==> src/rtl/lps_pkg.sv <==
// shared types and constants of the five-point laplacian stencil
`timescale 1ns / 1ps
`default_nettype none

package lps_pkg;

    // grid width register
    localparam int CFG_BITS    = 11;
    localparam int WIDTH_RESET = 10;

    // per-word control that travels with a word into the window stage
    typedef struct packed {
        logic emit;        // word produces a result (row after the first)
        logic last;        // final result of the grid
        logic mask_left;   // first column: no left neighbor
        logic mask_right;  // last column: no right neighbor
        logic mask_up;     // first grid row: no upper neighbor
    } lps_flags_t;

endpackage

`default_nettype wire

==> src/rtl/lps_cell.sv <==
// one tap cell of the neighbor window: holds a sample, hands it on, masks it at the border
`timescale 1ns / 1ps
`default_nettype none

module lps_cell #(
    parameter int SAMPLE_BITS = 24
) (
    input  wire logic                          aclk,
    input  wire logic                          load,
    input  wire logic                          kill,
    input  wire logic signed [SAMPLE_BITS-1:0] sample_in,
    output logic signed [SAMPLE_BITS-1:0]      sample_out,
    output logic signed [SAMPLE_BITS-1:0]      tap
);

    logic signed [SAMPLE_BITS-1:0] sample_reg;

    always_ff @(posedge aclk) begin
        if (load) begin
            sample_reg <= sample_in;
        end
    end

    assign sample_out = sample_reg;
    assign tap        = kill ? '0 : sample_reg;

endmodule

`default_nettype wire

==> src/rtl/lps_window.sv <==
// neighbor window: chain of tap cells for the middle row and the stencil sum
`timescale 1ns / 1ps
`default_nettype none

module lps_window #(
    parameter int SAMPLE_BITS = 24
) (
    input  wire logic                          aclk,
    input  wire logic                          load,
    input  wire logic signed [SAMPLE_BITS-1:0] right_in,
    input  wire logic signed [SAMPLE_BITS-1:0] up_in,
    input  wire logic signed [SAMPLE_BITS-1:0] down_in,
    input  wire lps_pkg::lps_flags_t           flags_in,
    output lps_pkg::lps_flags_t                flags_out,
    output logic signed [SAMPLE_BITS+2:0]      lap
);

    import lps_pkg::*;

    localparam int LW = SAMPLE_BITS + 3;

    lps_flags_t                    flags_reg;
    logic signed [SAMPLE_BITS-1:0] down_reg;
    logic signed [SAMPLE_BITS-1:0] centre_raw;
    logic signed [SAMPLE_BITS-1:0] centre_tap;
    logic signed [SAMPLE_BITS-1:0] left_raw;
    logic signed [SAMPLE_BITS-1:0] left_tap;
    logic signed [SAMPLE_BITS-1:0] right_tap;
    logic signed [SAMPLE_BITS-1:0] up_tap;
    logic signed [LW-1:0]          centre_x;
    logic signed [LW-1:0]          left_x;
    logic signed [LW-1:0]          right_x;
    logic signed [LW-1:0]          up_x;
    logic signed [LW-1:0]          down_x;

    always_ff @(posedge aclk) begin
        if (load) begin
            flags_reg <= flags_in;
            down_reg  <= down_in;
        end
    end

    // the ring output still holds the previous word's right neighbor at load,
    // which is this word's centre; the centre moves on to become the left
    lps_cell #(.SAMPLE_BITS(SAMPLE_BITS)) u_centre (
        .aclk       (aclk),
        .load       (load),
        .kill       (1'b0),
        .sample_in  (right_in),
        .sample_out (centre_raw),
        .tap        (centre_tap)
    );

    lps_cell #(.SAMPLE_BITS(SAMPLE_BITS)) u_left (
        .aclk       (aclk),
        .load       (load),
        .kill       (flags_reg.mask_left),
        .sample_in  (centre_raw),
        .sample_out (left_raw),
        .tap        (left_tap)
    );

    assign right_tap = flags_reg.mask_right ? '0 : right_in;
    assign up_tap    = flags_reg.mask_up    ? '0 : up_in;

    assign centre_x = {{3{centre_tap[SAMPLE_BITS-1]}}, centre_tap};
    assign left_x   = {{3{left_tap[SAMPLE_BITS-1]}},   left_tap};
    assign right_x  = {{3{right_tap[SAMPLE_BITS-1]}},  right_tap};
    assign up_x     = {{3{up_tap[SAMPLE_BITS-1]}},     up_tap};
    assign down_x   = {{3{down_reg[SAMPLE_BITS-1]}},   down_reg};

    assign lap       = (centre_x <<< 2) - left_x - right_x - up_x - down_x;
    assign flags_out = flags_reg;

endmodule

`default_nettype wire

==> config.mk <==
export PLATFORM = sky130hd
export DESIGN_NAME = lps_window
export DESIGN_NICKNAME = d
export VERILOG_FILES = /design/src/rtl/lps_pkg.sv /design/src/rtl/lps_cell.sv /design/src/rtl/lps_window.sv
export SDC_FILE = /design/constraint.sdc
export NUM_CORES = 1
export LEC_CHECK = 0
export BUFFER_PORTS_ARGS = -buffer_cell sky130_fd_sc_hd__buf_2
export CAP_MARGIN = 40
export CORE_MARGIN = 5
export CORE_UTILIZATION = 50
export CTS_BUF_LIST = sky130_fd_sc_hd__clkbuf_16
export CTS_CLUSTER_DIAMETER = 80
export DETAILED_ROUTE_END_ITERATION = 12
export PLACE_DENSITY = 0.72
export SKIP_CTS_REPAIR_TIMING = 1
export SLEW_MARGIN = 0
export SYNTH_ARGS = -nofsm -noshare
export SYNTH_HDL_FRONTEND = slang
export SYNTH_SLANG_ARGS = --single-unit
==> constraint.sdc <==
create_clock -name aclk -period 5.05 [get_ports aclk]
set_input_delay 0.505 -clock aclk [delete_from_list [all_inputs] [get_ports aclk]]
set_output_delay 0.505 -clock aclk [all_outputs]
set_load 0.03 [all_outputs]
* Word level (Yosys, flattened, before mapping) *
Cells that the tools add are included.

storage, ports and cells
  bits in registers = 77
  bits of input ports = 79
  output and inout bits = 32
  word-level logic and storage cells = 15

operators by class
  add/subtract/negate cells = 4
  multiplexer cells = 3

operator list
  kind                                            count
  27-bit by 24-bit subtractor with 27-bit output  3
  24-bit 2-to-1 mux                               3
  26-bit by 24-bit subtractor with 27-bit output  1

* Depth between registers and ports, before layout *
Gate-level depths: netlist of run 1.

  word-level depth = 5
  mapped depth = 15
  depth with buffers taken out = 14

* Hierarchy *
A second synthesis of run 1 with hierarchy kept.

second synthesis, totals
  cell total of the unflattened synthesis = 538
  area, all modules = 6,281.0 um2

by module, submodules not included
  module      instances  cells each  area an instance (um2)  sequential area each (um2)
  lps_window  1          438         4,414.2                 870.8
  lps_cell    2          50          933.4                   720.7

* Worst setup path before layout of run 1 *
No wires, ideal clock.

  path kind = register to output
  from = register flags_reg, in the netlist flags_out[1]
  to = output lap[23]
  data arrival time = 4.565 ns
  data required time = 4.545 ns
  slack = -0.020 ns
  stages on the path, launching flop included = 15
  buffers on the path = 1
  path through = edfxtp_1 clkbuf_1 nand2b_1 fa_1 inv_1 fa_1 fa_1 inv_1 ha_1 o21ai_0 nor2_1 o31a_1 nor4_1 o31ai_1 a311oi_1

between the ends
  longest elaborated chain between the ends = 4

ends and longest elaborated chain
  element                                                      RTL line          text
  from (decl)                                                  lps_window.sv:22  lps_flags_t flags_reg;
  from (signal assigned)                                       lps_window.sv:38  flags_reg <= flags_in;
  24-bit 2-to-1 mux                                            lps_window.sv:63  assign right_tap = flags_reg.mask_right ? '0 : right_in;
  27-bit by 24-bit subtractor with 27-bit output (3 in a row)  lps_window.sv:72  assign lap = (centre_x <<< 2) - left_x - right_x - up_x - down_x;
  to (decl)                                                    lps_window.sv:15  output logic signed [SAMPLE_BITS+2:0] lap

No other way between the ends.

* Final worst setup path of run 1 *
  from = register flags_reg, in the netlist flags_out[0]
  to = output lap[26]

between the ends
  longest elaborated chain between the ends = 3

ends and longest elaborated chain
  element                                                      RTL line          text
  24-bit 2-to-1 mux                                            lps_window.sv:64  assign up_tap = flags_reg.mask_up ? '0 : up_in;
  27-bit by 24-bit subtractor with 27-bit output (2 in a row)  lps_window.sv:72

No other way between the ends.

==> results of run 1 <==
==> layout by cell type, fill, tap and decap left out, types with 8 or more instances in the layout <==
cell type,n
clkbuf_16,11
ha_4,8
a21oi_2,12
nand2b_1,62
xnor2_1,11
nand2_1,19
inv_1,121
buf_4,44
nor2_1,9
fa_1,71
edfxtp_1,77
a21oi_1,15
ha_1,17
buf_2,92
a21o_1,13
buf_6,10
==> layer usage <==
layer	global-route usage	share of wire	up-vias
li1	-	-	2082
met2	0.324	0.51	152
met3	0.0541	0.057	26
met1	0.248	0.41	2227
met5	0	0	-
met4	0.0532	0.020	0
==> Yosys cell counts, types with 4 or more instances <==
master / count
inv_1: 123
edfxtp_1: 77
fa_1: 73
nand2b_1: 67
ha_1: 30
a21oi_1: 29
nand2_1: 20
xnor2_1: 14
a21o_1: 13
nor2_1: 10
clkbuf_1: 9
xor2_1: 9
o21ai_0: 8
nand4_1: 6
nor2b_1: 6
a211oi_1: 5
and3_1: 4
nand3_1: 4
o211ai_1: 4
o21ai_1: 4
==> final cells by class <==
class,count,area share
clock inverters,7,0.0113
multi-input cells,337,0.468
inverters,123,0.0570
repair buffers,151,0.125
flip-flops and latches,77,0.285
well taps,168,0.0259
clock buffers,9,0.0278
==> critical path, stage by stage, from the launching register on <==
cell	delay [ps]
edfxtp_1	370
buf_4	190
buf_4	180
nand2b_1	180
fa_1	530
inv_1	50
fa_1	470
fa_1	510
inv_1	50
ha_1	390
nand2_1	160
o211ai_1	390
a211oi_2	140
o41a_1	160
a211o_1	300
a21boi_2	160
buf_6	150
==> through the flow <==
step	worst slack [ps]	util	instances	TNS [ps]
finish	-204	0.672	872	-1390
global route	-364	0.672	872	-3700
CTS	-366	0.614	853	-3400
detailed placement	22.7	0.588	837	0
global placement	101	0.586	836	0
floorplan	81.6	-	548	0
==> cells by family after synthesis <==
group	Yosys count	synth area share
DFF	77	0.374
adders and majority gates	103	0.297
buffers and inverters	134	0.0822
and+or+nand+nor	124	0.112
xor gates and xnor gates	23	0.0326
muxes	1	0.00162
AOI/OAI and AO/OA	86	0.0998
==> final timing paths <==
check | cells after the start | to | slack (ps)
setup / recovery | 16 | lap[26] | -200
setup reg to reg | 0 | u_left.sample_out[0]$_DFFE_PP_ | 4310
hold / removal | 1 | flags_out[1]$_DFFE_PP_ | 330
hold reg to reg | 0 | u_left.sample_out[22]$_DFFE_PP_ | 460
==> impl_metrics.yaml, run 1 <==
outcome:
  status: "finished with violations"
  violations: "setup timing"
timing:
  fin_crit_sh: 1.04
  finalSetupViolCount: 13
  fmax_mhz: 190
  layout_setup_ws_ps: -204
  grt_setup_unrepaired: "yes"
  fin_hold_ws_ps: 326
  worst_slew_margin_rel: 0.654
  tightest_slew_ps: 518
  slew_viol_final: 0
  hold_viol_final: 0
  final.min_clock_period_ps: 5250
  skew_ps: 2.97
setup_path:
  timing.rr.start: "u_centre.sample_out[0]$_DFFE_PP_"
  crit_path_start: "flags_out[0]$_DFFE_PP_"
  worst-path-max-fanout: 12
  crit_path_end_kind: "output port"
  arrival_ps: 4750
  start_kind: "flip-flop"
  required_ps: 4550
  setup.worst_path.class: "flip-flop to output port"
synthesis:
  avgSynthCellArea_um2: 11.3
  synth_seq_area_share: 0.374
  synth_seq_cells: 77
  synth_top_area_share: 0.374
  synth_area_leaders: "edfxtp_1 37%, fa_1 24%, inv_1 7.5%, nand2b_1 6.8%, ha_1 6.1%"
  yosysTopAreaCell: "edfxtp_1"
  synth_cells: 548
  ys_warn_count: 0
  async_reset_ff_frac: 0
  synth_edf_count: 77
  synthFlopType: "edfxtp_1"
  synth_cell_type_count: 48
  synthesis.area_um2: 6180
  synth.net_count: 730
run:
  drv_cap: 0
finish:
  syn_to_final_growth_pct: 31.1
  fill_cells: 923
  layout-drive-gt1-share: 0.344
  multiInputGateArea_um2: 3790
  seq_area_um2: 2310
  nets: 881
  antenna_cells: 0
  final_cell_area_um2: 8100
drt:
  drt_iter0_drc: 230
  vias: 4487
  drt-total-wl_um: 14700
  routed_via_density: 5.15
  remaining_drc_errors: 0
  dr.pass1.iters: 4
  ant_nets: 0
  wl_per_cell_um: 16.9
floorplanning:
  die_area_um2: 14700
  die_y_um: 121
  row_count: 40
  die_w_um: 121
  io_pins: 111
  core_area_um2: 12100
  initial_core_util: 0.512
placement:
  io_buffer_count: 110
  place_area_um2: 7090
  place_hpwl_um: 10600
  place.gp.congestion: 0.912
cts:
  cts_max_path_buffers: 2
  insertion_delay_ps: 350
  clock-sinks: 77
  h-tree-depth: 3
  cts-root-buf: "clkbuf_16"
  cts_tree: "built"
  path_clk_slew_ps: 60
  cts_buffers: 9
hold_path:
  hold_path.startpoint: "flags_in[1]"
  hold_path.class: "primary input to flip-flop"
global_route:
  grt_pass1_vias: 4655
  grt_first_pass_wirelength_um: 22100
  grt_max_degree: 42
  antenna_found_initial: 0
  overflow: 0
  grt_util_all_layers: 0.194
Power of run 1 is left out: the tool's default activity adds up to more than one toggle a clock period on the data nets, which glitch-free logic cannot reach.
==> run 2: changes to the inputs <==
SYNTH_HIERARCHICAL = 1   (was default)
==> impl_metrics.yaml, run 2 <==
outcome:
  status: "finished with violations"
  violations: "setup timing"
timing:
  fin_crit_sh: 1.03
  hold_viol_final: 0
  fin_setup_tns_ps: -405
  slew_viol_final: 0
  grt_setup_unrepaired: "yes"
  final.min_clock_period_ps: 5200
  fmax_mhz: 192
  skew_ps: 6.38
  fin_hold_ws_ps: 333
  layout_setup_ws_ps: -152
  finalSetupViolCount: 5
placement:
  place_hpwl_um: 10700
  io_buffer_count: 110
  place.gp.congestion: 0.936
  dpl.cell_count: 826
floorplanning:
  row_count: 41
  initial_core_util: 0.504
  die_area_um2: 14900
  core_area_um2: 12500
  die_w_um: 122
  die_y_um: 122
  io_pins: 111
setup_path:
  required_ps: 4550
  max_stage_delay_ps: 500
  reg2reg_to: "u_left/sample_out[6]$_DFFE_PP_"
  arrival_ps: 4700
  path_common_cell: "fa_1"
  worst-path-max-fanout: 5
  critPathSlowestCell: "fa_1"
  path_cells: "buf_6, nor2b_2, fa_1, fa_1, fa_1, inv_1, ha_1, a21o_1, a22o_1, or3_4, o21a_4, o31a_2, a211oi_2, buf_4"
  reg2reg_depth: 0
  setup.worst_path.class: "flip-flop to output port"
  rrSetupSlack_ps: 4390
  timing.rr.start: "u_centre/sample_out[6]$_DFFE_PP_"
  start_kind: "flip-flop"
  crit_path_end_kind: "output port"
cts:
  cts_max_path_buffers: 2
  cts_buffers: 9
  path_clk_slew_ps: 60
  cts_tree: "built"
  cts-root-buf: "clkbuf_16"
  clock-sinks: 77
  insertion_delay_ps: 350
  h-tree-depth: 3
synthesis:
  synth_area_leaders: "edfxtp_1 37%, fa_1 23%, ha_1 6.0%, nor2b_1 5.6%, inv_1 5.3%"
  synth_seq_cells: 77
  synthesis.area_um2: 6280
  synth_seq_area_share: 0.368
  synth_cells: 538
  yosys-top-cells-count: "89 x inv_1, 77 x edfxtp_1, 73 x fa_1, 56 x nor2b_1, 30 x ha_1"
  synth_top_area_share: 0.368
  yosysTopAreaCell: "edfxtp_1"
  avgSynthCellArea_um2: 11.7
  synthFlopType: "edfxtp_1"
  synth_edf_count: 77
  synth_cell_type_count: 49
  async_reset_ff_frac: 0
  yosysMostFrequentCell: "inv_1"
  ys_warn_count: 6
hold_path:
  hold_path.startpoint: "down_in[1]"
  min_path_cells: 1
  hold_path.class: "primary input to flip-flop"
  holdPathEnd: "down_reg[1]$_DFFE_PP_"
finish:
  fin_util: 0.639
  fill_cells: 984
  final_cell_mix: "96 x buf_2, 89 x inv_1, 77 x edfxtp_1"
  syn_to_final_growth_pct: 26.9
  antenna_cells: 0
  multiInputGateArea_um2: 3980
  layout_commonest_cell: "buf_2"
  layout-drive-gt1-share: 0.353
  nets: 855
  seq_area_um2: 2310
  stdcell_count: 850
run:
  drv_cap: 0
global_route:
  grt_pass1_vias: 4705
  grt_first_pass_wirelength_um: 22200
  overflow: 0
  grt_util_all_layers: 0.192
  grt_max_degree: 44
  antenna_found_initial: 0
drt:
  remaining_drc_errors: 0
  wl_per_cell_um: 16.2
  ant_nets: 0
  vias: 4344
  drt-total-wl_um: 13800
  routed_via_density: 5.11
  drt_iter0_drc: 256
  dr.pass1.iters: 4
## run 2: cell count changes after synthesis, sizes merged, moves of 5 or more
cell,before,now
nor2b,6,84
nand2b,67,5
inv,123,89
and2b,0,8
a21oi,29,24
o21bai,1,6
## run 2: final cells by class
type	count	area share
inverters	89	0.0419
clock inverters	7	0.00707
multi-input cells	361	0.500
repair buffers	135	0.106
clock buffers	9	0.0283
well taps	172	0.0270
flip-flops and latches	77	0.290
## run 2: worst max-delay path by stage
stage                           startpoint      end  slack (ps)  cells after the start
floorplan           flags_out[0]$_DFFE_PP_  lap[21]        -220                     14
global placement                  up_in[6]  lap[21]          50                     14
detailed placement  flags_out[2]$_DFFE_PP_  lap[26]         -60                     15
CTS                 flags_out[2]$_DFFE_PP_  lap[26]        -420                     15
global route        flags_out[0]$_DFFE_PP_  lap[21]        -280                     14
finish              flags_out[0]$_DFFE_PP_  lap[25]        -150                     14
## run 2: metrics by stage
step	setup slack, ps	instance area (µm²)
global placement	49.6	7170
finish	-152	7970
detailed placement	-55.1	7190
CTS	-420	7470
floorplan	-217	6360
global route	-282	7970
## run 2: metal layers
layer | track usage | up-vias | share of wire
met5 | 0 | - | 0
met4 | 0.0462 | 0 | 0.011
met3 | 0.0474 | 12 | 0.058
met2 | 0.333 | 133 | 0.52
met1 | 0.243 | 2158 | 0.41
li1 | - | 2041 | -
## run 2: cell families after synthesis
kind of cell             share of synthesized area
AO/OA/AOI/OAI                               0.0867
XOR/XNOR                                    0.0307
adder cells (fa/ha/maj)                      0.292
buffers and inverters                       0.0689
flip-flops                                   0.368
other                                     0.000597
AND/OR/NAND/NOR                              0.153
## run 2: critical path: cells and delay by family, from the launching register on
kind	cells	cell delay (ps)
flops	1	480
simple gates	2	500
fa+ha+maj	4	1730
compound gates	5	1200
buf+inv	3	450
Power of run 2 is left out for the same reason.
==> run 3: changes to the inputs <==
--- a/constraint.sdc
+++ b/constraint.sdc
@@ -3,2 +3,2 @@
 set_output_delay 0.505 -clock aclk [all_outputs]
-set_load 0.03 [all_outputs]
+set_load 0.1 [all_outputs]
==> impl_metrics.yaml, run 3 (synthesis gave the netlist of run 2 again) <==
outcome:
  status: "finished with violations"
  violations: "setup timing"
setup_path:
  path_cells: "buf_6, nor2b_4, fa_1, fa_1, inv_1, fa_1, ha_4, a21o_4, a22o_1, or3_4, o21a_4, o211a_1, a2111oi_4, buf_12"
  crit_family: "adder cells"
  max_stage_delay_ps: 520
  reg2reg_depth: 0
  reg2reg_to: "u_left/sample_out[1]$_DFFE_PP_"
  cp.buffers_inverters: 3
  worst-path-max-fanout: 8
  crit_path_end_kind: "output port"
  arrival_ps: 4650
  timing.rr.start: "u_centre/sample_out[1]$_DFFE_PP_"
  required_ps: 4550
  critPathSlowestCell: "fa_1"
  path_common_cell: "fa_1"
  start_kind: "flip-flop"
  rrSetupSlack_ps: 4370
  setup.worst_path.class: "flip-flop to output port"
drt:
  routed_via_density: 5.03
  vias: 4330
  top_layer: "met4"
  dr.pass1.iters: 4
  drt_iter0_drc: 168
  drt-total-wl_um: 14200
  remaining_drc_errors: 0
  wl_met3_um: 658
  wl_met2_um: 7500
  wl_per_cell_um: 16.5
  ant_nets: 0
  met1Wirelength_um: 5830
timing:
  finalSetupViolCount: 7
  tightest_slew_ps: 511
  slew_viol_final: 0
  skew_ps: 4.23
  final.min_clock_period_ps: 5160
  worst_slew_margin_rel: 0.660
  layout_setup_ws_ps: -108
  fin_crit_sh: 1.02
  fmax_mhz: 194
  hold_viol_final: 0
  grt_setup_unrepaired: "yes"
cts:
  cts_tree: "built"
  cts_max_path_buffers: 2
  path_clk_slew_ps: 60
  clock-sinks: 77
  insertion_delay_ps: 340
  h-tree-depth: 3
  cts_buffers: 9
  cts-root-buf: "clkbuf_16"
floorplanning:
  die_y_um: 122
  io_pins: 111
  die_area_um2: 14900
  initial_core_util: 0.504
  row_count: 41
  core_area_um2: 12500
  die_w_um: 122
placement:
  dpl.cell_count: 835
  io_buffer_count: 110
  place.gp.congestion: 0.802
  place_hpwl_um: 11500
global_route:
  overflow: 0
  grt_util_all_layers: 0.204
  grt_first_pass_wirelength_um: 23600
  grt_max_degree: 43
  grt_pass1_vias: 4841
  antenna_found_initial: 0
finish:
  antenna_cells: 0
  layout-drive-gt1-share: 0.417
  fill_cells: 897
  stdcell_count: 861
  final_cell_mix: "90 x inv_1, 87 x buf_2, 77 x edfxtp_1"
  nets: 866
  layout_commonest_cell: "inv_1"
  syn_to_final_growth_pct: 38.3
hold_path:
  hold_path.startpoint: "down_in[8]"
  hold_path.class: "primary input to flip-flop"
  holdPathEnd: "down_reg[8]$_DFFE_PP_"
  min_path_cells: 1
run:
  drv_cap: 0
==> run 3: changes by cell type in the layout (fill, tap and decap cells not counted), moves of 5 or more <==
cell | previous run | this run
ha_2 | 4 | 10
ha_1 | 20 | 12
xnor2_1 | 13 | 1
buf_2 | 96 | 87
xnor2_4 | 0 | 11
buf_12 | 3 | 23
nor2b_1 | 45 | 40
==> run 3: per-layer routing <==
metal,GRT usage,vias up
met2,0.356,96
met3,0.0441,10
met1,0.261,2165
met4,0.0504,0
met5,0,-
li1,-,2059
==> run 3: how the worst max path moves through the flow <==
stage,startpoint,endpoint,depth (start not counted)
detailed placement,flags_out[1]$_DFFE_PP_,lap[25],14
floorplan,flags_out[0]$_DFFE_PP_,lap[21],14
CTS,flags_out[1]$_DFFE_PP_,lap[26],14
global placement,up_in[6],lap[25],14
finish,flags_out[2]$_DFFE_PP_,lap[21],14
global route,flags_out[0]$_DFFE_PP_,lap[25],15
==> run 3: metrics by stage <==
step	cell area, µm²	worst slack (ps)	utilization	hold WS, ps	TNS (ps)
6_report	8690	-108	0.697	335	-397
5_1_grt	8690	-281	0.697	322	-2040
3_5_place_dp	8030	68.8	0.644	426	0
4_1_cts	8290	-333	0.665	317	-3270
2_1_floorplan	6850	-925	-	417	-7390
3_3_place_gp	8010	144	0.642	426	0
==> run 3: cell type report <==
class,count,area (µm²),area share
flip-flops and latches,77,2310,0.266
multi-input cells,361,4370,0.503
clock inverters,7,35.0,0.00403
inverters,89,334,0.0385
repair buffers,146,1190,0.137
well taps,172,215,0.0248
clock buffers,9,225,0.0259
Power of run 3 is left out for the same reason.
